==> src/mrgf_pkg.sv <==
// Shared types, register codes and constants of the reach-grid Metropolis block.
package mrgf_pkg;

  localparam int GRID_SIDE_DEF = 32;

  // Configuration register indexes.
  localparam int CFG_IDX_W  = 3;
  localparam int CFG_DATA_W = 16;
  localparam logic [CFG_IDX_W-1:0] CFG_REACH_LIMIT      = 3'd0;
  localparam logic [CFG_IDX_W-1:0] CFG_LINK_WEIGHT      = 3'd1;
  localparam logic [CFG_IDX_W-1:0] CFG_TARGET_BUILDINGS = 3'd2;
  localparam logic [CFG_IDX_W-1:0] CFG_GAUSS_AMP        = 3'd3;
  localparam logic [CFG_IDX_W-1:0] CFG_GAUSS_RATE       = 3'd4;

  localparam int REACH_W = 6;
  localparam int DIST_W  = 6;

  // Energy is held as a saturated signed value in units of 1/256.
  localparam int E_W = 25;
  localparam logic signed [E_W-1:0] E_MAX = 25'sh0FFFFFF;
  localparam logic signed [E_W-1:0] E_MIN = 25'sh1000000;

  // Exponential unit: Q.8 argument, saturated at the point where the result is zero.
  localparam int EXP_IN_W  = 13;
  localparam int EXP_LIMIT = 4096;
  localparam int EXP_STEPS = 12;
  localparam int G_W       = 17;

  typedef struct packed {
    logic [4:0]  pos_row;
    logic [4:0]  pos_col;
    logic [15:0] accept_draw;
  } in_item_t;

  typedef struct packed {
    logic        accepted;
    logic [18:0] total_links;
    logic [10:0] total_buildings;
  } out_item_t;

  typedef struct packed {
    logic [REACH_W-1:0] reach_limit;
    logic signed [15:0] link_weight;
    logic [10:0]        target_buildings;
    logic signed [15:0] gauss_amp;
    logic [15:0]        gauss_rate;
  } cfg_t;

  typedef struct packed {
    logic update;
    logic undo;
  } grid_req_t;

  typedef struct packed {
    logic ready;
    logic done;
  } grid_stat_t;

  // round(2^24 * exp(-2^k / 256)) for bit k of the Q.8 argument.
  function automatic logic [23:0] exp_tab(input logic [3:0] k);
    logic [23:0] v;
    case (k)
      4'd0:    v = 24'd16711808;
      4'd1:    v = 24'd16646655;
      4'd2:    v = 24'd16517109;
      4'd3:    v = 24'd16261035;
      4'd4:    v = 24'd15760736;
      4'd5:    v = 24'd14805841;
      4'd6:    v = 24'd13066109;
      4'd7:    v = 24'd10175896;
      4'd8:    v = 24'd6171993;
      4'd9:    v = 24'd2270549;
      4'd10:   v = 24'd307285;
      4'd11:   v = 24'd5628;
      default: v = 24'd0;
    endcase
    return v;
  endfunction

endpackage

==> src/mrgf_expneg.sv <==
// Iterative exp(-x) unit: one table factor per cycle over the bits of the argument.
module mrgf_expneg (
  input  logic                             clk,
  input  logic                             rst,
  input  logic                             start,
  input  logic [mrgf_pkg::EXP_IN_W-1:0]    x,
  output logic                             done,
  output logic [mrgf_pkg::G_W-1:0]         val
);

  typedef enum logic [1:0] {X_IDLE, X_RUN, X_FIN} xstate_t;

  xstate_t     state;
  logic [24:0] r;
  logic [11:0] xq;
  logic [3:0]  k;
  logic [48:0] prod;
  logic [48:0] rnd;

  assign prod = 49'(r) * 49'(mrgf_pkg::exp_tab(k));
  assign rnd  = prod + 49'd8388608;

  always_ff @(posedge clk) begin
    if (rst) begin
      state <= X_IDLE;
      done  <= 1'b0;
    end else begin
      done <= 1'b0;
      unique case (state)
        X_IDLE: begin
          if (start) begin
            if (x[mrgf_pkg::EXP_IN_W-1]) begin
              val  <= '0;
              done <= 1'b1;
            end else begin
              r     <= 25'd16777216;
              k     <= '0;
              xq    <= x[11:0];
              state <= X_RUN;
            end
          end
        end
        X_RUN: begin
          if (xq[k]) begin
            r <= rnd[48:24];
          end
          if (k == 4'(mrgf_pkg::EXP_STEPS - 1)) begin
            state <= X_FIN;
          end else begin
            k <= k + 4'd1;
          end
        end
        X_FIN: begin
          val   <= mrgf_pkg::G_W'((26'(r) + 26'd128) >> 8);
          done  <= 1'b1;
          state <= X_IDLE;
        end
        default: state <= X_IDLE;
      endcase
    end
  end

endmodule

==> src/mrgf_energy.sv <==
// Energy evaluation and Metropolis acceptance test around one shared exp unit.
module mrgf_energy #(
  parameter int BW = 11,
  parameter int HW = 19
) (
  input  logic                                clk,
  input  logic                                rst,
  input  logic                                start_e,
  input  logic                                start_acc,
  input  mrgf_pkg::cfg_t                      cfg,
  input  logic [BW-1:0]                       bld,
  input  logic [HW-1:0]                       half,
  input  logic signed [mrgf_pkg::E_W:0]       d,
  input  logic [15:0]                         draw,
  output logic                                done,
  output logic signed [mrgf_pkg::E_W-1:0]     e,
  output logic                                acc
);

  localparam int DW  = ((BW > 11) ? BW : 11) + 1;
  localparam int SQW = 2 * DW;
  localparam int XW  = SQW + 16;
  localparam int LPW = 16 + HW + 1;
  localparam int GPW = 16 + mrgf_pkg::G_W + 1;
  localparam int EW  = ((LPW + 1) > 27) ? (LPW + 1) : 27;
  localparam int XIW = mrgf_pkg::EXP_IN_W;

  typedef enum logic [2:0] {E_IDLE, E_SQ, E_RATE, E_WAIT, E_SUM, A_WAIT} estate_t;

  estate_t               state;
  logic signed [DW-1:0]  diff_c;
  logic signed [DW-1:0]  diff_q;
  logic signed [SQW-1:0] sq_c;
  logic [SQW-1:0]        sq_q;
  logic [XW-1:0]         xw_c;
  logic signed [LPW-1:0] lp_c;
  logic signed [LPW-1:0] lprod_q;
  logic signed [GPW-1:0] gp_c;
  logic signed [GPW-1:0] gprod_q;
  logic signed [GPW:0]   gs_c;
  logic signed [EW-1:0]  es_c;
  logic signed [mrgf_pkg::E_W+1:0] nd_c;
  logic                  ex_start;
  logic [XIW-1:0]        ex_x;
  logic                  ex_done;
  logic [mrgf_pkg::G_W-1:0] ex_val;

  assign diff_c = $signed(DW'(bld)) - $signed(DW'(cfg.target_buildings));
  assign sq_c   = diff_q * diff_q;
  assign xw_c   = XW'(sq_q) * XW'(cfg.gauss_rate);
  assign lp_c   = cfg.link_weight * $signed({1'b0, half});
  assign gp_c   = cfg.gauss_amp * $signed({1'b0, ex_val});
  assign gs_c   = gprod_q + $signed((GPW+1)'(32768));
  assign es_c   = lprod_q + (gs_c >>> 16);
  assign nd_c   = -d;

  mrgf_expneg u_exp (
    .clk   (clk),
    .rst   (rst),
    .start (ex_start),
    .x     (ex_x),
    .done  (ex_done),
    .val   (ex_val)
  );

  always_ff @(posedge clk) begin
    if (rst) begin
      state    <= E_IDLE;
      done     <= 1'b0;
      ex_start <= 1'b0;
    end else begin
      done     <= 1'b0;
      ex_start <= 1'b0;
      unique case (state)
        E_IDLE: begin
          if (start_e) begin
            diff_q <= diff_c;
            state  <= E_SQ;
          end else if (start_acc) begin
            if (!d[mrgf_pkg::E_W]) begin
              acc  <= 1'b1;
              done <= 1'b1;
            end else begin
              ex_x     <= (nd_c >= $signed((mrgf_pkg::E_W+2)'(mrgf_pkg::EXP_LIMIT)))
                          ? XIW'(mrgf_pkg::EXP_LIMIT) : nd_c[XIW-1:0];
              ex_start <= 1'b1;
              state    <= A_WAIT;
            end
          end
        end
        E_SQ: begin
          sq_q    <= $unsigned(sq_c);
          lprod_q <= lp_c;
          state   <= E_RATE;
        end
        E_RATE: begin
          ex_x     <= (xw_c >= XW'(mrgf_pkg::EXP_LIMIT)) ? XIW'(mrgf_pkg::EXP_LIMIT)
                      : xw_c[XIW-1:0];
          ex_start <= 1'b1;
          state    <= E_WAIT;
        end
        E_WAIT: begin
          if (ex_done) begin
            gprod_q <= gp_c;
            state   <= E_SUM;
          end
        end
        E_SUM: begin
          if (es_c > mrgf_pkg::E_MAX) begin
            e <= mrgf_pkg::E_MAX;
          end else if (es_c < mrgf_pkg::E_MIN) begin
            e <= mrgf_pkg::E_MIN;
          end else begin
            e <= es_c[mrgf_pkg::E_W-1:0];
          end
          done  <= 1'b1;
          state <= E_IDLE;
        end
        A_WAIT: begin
          if (ex_done) begin
            acc   <= ({1'b0, draw} <= ex_val);
            done  <= 1'b1;
            state <= E_IDLE;
          end
        end
        default: state <= E_IDLE;
      endcase
    end
  end

endmodule

==> config.mk <==
export PLATFORM = sky130hd
export DESIGN_NAME = mrgf_energy
export DESIGN_NICKNAME = d
export VERILOG_FILES = /design/src/mrgf_pkg.sv /design/src/mrgf_expneg.sv /design/src/mrgf_energy.sv
export SDC_FILE = /design/constraint.sdc
export NUM_CORES = 2
export LEC_CHECK = 0
export ABC_AREA = 1
export BUFFER_PORTS_ARGS = -buffer_cell sky130_fd_sc_hd__buf_2
export CAP_MARGIN = 5
export CORE_AREA = 5 5 324 453
export DETAILED_ROUTE_END_ITERATION = 12
export DIE_AREA = 0 0 329 458
export PLACE_DENSITY = 0.67
export SYNTH_ARGS = -nofsm -noshare
export SYNTH_HDL_FRONTEND = slang
export SYNTH_SLANG_ARGS = --single-unit
==> constraint.sdc <==
create_clock -name clk -period 9.1 [get_ports clk]
set_clock_uncertainty 0.2 [all_clocks]
set_input_delay 1.82 -clock clk [delete_from_list [all_inputs] [get_ports clk]]
set_output_delay 1.82 -clock clk [all_outputs]
set_load 0.02 [all_outputs]
==> run metrics <==
CTS root buf clkbuf_16; cts hold-fix bufs 0; share of Yosys cell area claimed by the top area cell type 0.3881; RSZ-0062 raised after global routing no; CP endpoint kind flop; Final setup viols 0; Worst Setup Slack, final 1.175 ns; CP Launch Type primary input; RePlAce Congestion 0.9326; fillers 13747; worst-path maximum fanout 23; clk_lat worst skew 0.61 ns; hpwl dp 156.0 mm; library cells used by synthesis 64; clock period minus worst slack 7.925 ns; Reg-to-Reg Start u_exp.r[15]$_SDFFCE_PN0P_; top cells by area, synth fa_1 39%, inv_1 13%, nand2_1 13%; vias in the first global route 61244; GR Overflow Total 0; Rel. slew slack 0.1600; largest net degree at the start of global routing 60; initial antenna violation count 20; I/O Pins 168; Mapped Area 0.07062 mm2; cell area after layout 0.07400 mm2; Post-CTS Setup Inserts 0; total CTS buffers 25; core area 0.1422 mm2; final hold violations 0; Post-DRT Antenna Nets 0; most common cell in the synthesized netlist inv_1; Setup CP Type primary input to flop; max_cap viols 0; Die W 329 um; FMAX 126.2 MHz; YS warnings 0; Residual DRC 0; top cells by count, synth 2539 x inv_1, 2391 x nand2_1, 1369 x fa_1; fin crit share 0.8709; Final nets 11198; Global Route Usage Sum 0.2556; Via Count 56542; critical path's largest stage delay 0.57 ns; area of the multi-input gates 0.05342 mm2; Post-synth EDFFs 187; initial drt markers 3345; port buffer count 161; Async S/R FF share, synth 0; setup_tns 0 ns; synthesized area per cell 7.780 um2; vias per std cell 5.166; PostCTS Resize Cnt 0; synthesized instance count 9077; flops & latches, synth 219; Starting Density 0.4966; min-delay worst type flop to flop; TritonCTS clock tree done; first-pass GRT wire length 311.1 mm; TritonRoute pass-1 iters 5; die height 458 um; non-filler cells, final 10946; clk buf depth 3; status finished, final reports clean; Cell Count Post-Placement 10883; Pins Over Slew Limit 0; Seq/Total Area, Yosys 0.08859; Crit path arrival time 8.17 ns; storage element area 0.006256 mm2; placed cell area 0.07311 mm2; Critical Path RT 9.35 ns; row cnt 164; Crit path top cell by count fa_1; Place WS 0.5715 ns; CP max-delay cell fa_1; CTS H-tree lvls 1; CTS clock-pin slew for the worst setup and hold paths 0.06 ns; worst-margin pin slew 1.260 ns; routed length per instance 17.10 um; share of layout cells above drive strength 1 0.04390; area grow syn2layout 4.796%; crit path launch cfg[12]; clock sink count 219; ys flop type edfxtp_1; Post-Route WL 187.2 mm; hold_sp ex_x[0]$_DFFE_PP_; area leader, netlist fa_1; Die ar. 0.1507 mm2
[layout make-up]
cell class | count | share of cell area
Tap cell | 1909 | 0.03228
Clock inverter | 17 | 0.002840
Timing Repair Buffer | 251 | 0.02002
Sequential cell | 219 | 0.08454
Clock buffer | 29 | 0.008657
Antenna cell | 17 | 0.0005749
Multi-Input combinational cell | 5955 | 0.7218
Inverter | 2549 | 0.1293
[through the flow]
| step | hold WS, ns | utilization |
|---|---|---|
| 3_5_place_dp | 0.2074 | 0.5141 |
| 4_1_cts | 0.2247 | 0.5201 |
| 5_1_grt | 0.2250 | 0.5204 |
| 6_report | 0.2252 | 0.5204 |
| 3_3_place_gp | 0.2043 | 0.5141 |
| 2_1_floorplan | 0.2003 | - |
[worst paths after layout]
check | to | slack, ns | cells past startpoint
min | u_exp.xq[0]$_DFFE_PP_ | 0.23 | 0
min reg2reg | u_exp.xq[0]$_DFFE_PP_ | 0.23 | 0
max reg2reg | u_exp.r[22]$_SDFFCE_PN0P_ | 1.44 | 23
max | ex_x[9]$_DFFE_PP_ | 1.17 | 26
[worst max-delay path: cells and delay by family]
family | cells | cell delay, ns
simple gates | 12 | 1.31
buf+inv | 5 | 0.83
compound gates | 2 | 0.57
fa+ha+maj | 7 | 3.61
[cell usage in the layout, fill, tap and decap left out, drive strengths merged, types with 4 or more instances in the layout]
cell type / instances
inv: 2550
nand2: 2417
fa: 1369
ha: 687
nor2: 374
a21oi: 291
buf: 251
edfxtp: 187
nand3: 184
o21ai: 164
xor2: 105
nor3: 64
xnor2: 56
nand4: 36
dfxtp: 32
clkbuf: 29
or2: 26
o21bai: 23
a21o: 22
a31oi: 19
o21a: 18
diode: 17
nor4: 14
nand3b: 13
o221ai: 10
clkinv: 10
o211ai: 9
conb: 8
o31ai: 6
a211oi: 5
and3: 5
o2111ai: 4
o22ai: 4
a21boi: 4
[metal layers]
layer  global-route usage  part of all wire  up-vias
li1                     -                 -    26223
met1               0.3057              0.38    28141
met2               0.4694              0.52     1706
met3              0.02536             0.050      470
met4               0.1040             0.045        2
met5                    0          0.000080        -
[kinds of logic (layout without fill, tap and decap cells)]
logic type      count (synthesis)  in the layout  share of synthesized area
compound gates                589            589                    0.04694
xor+xnor                      161            161                    0.02023
fa+ha+maj                    2056           2056                     0.5098
buf+inv                      2909           2846                     0.1556
flops                         219            219                    0.08859
mux                             2              2                  0.0002835
other cells                     2             25                  0.0001064
simple gates                 3139           3139                     0.1784
Power is left out: the tool's default activity adds up to more than one toggle a clock period on the data nets, which glitch-free logic cannot reach.
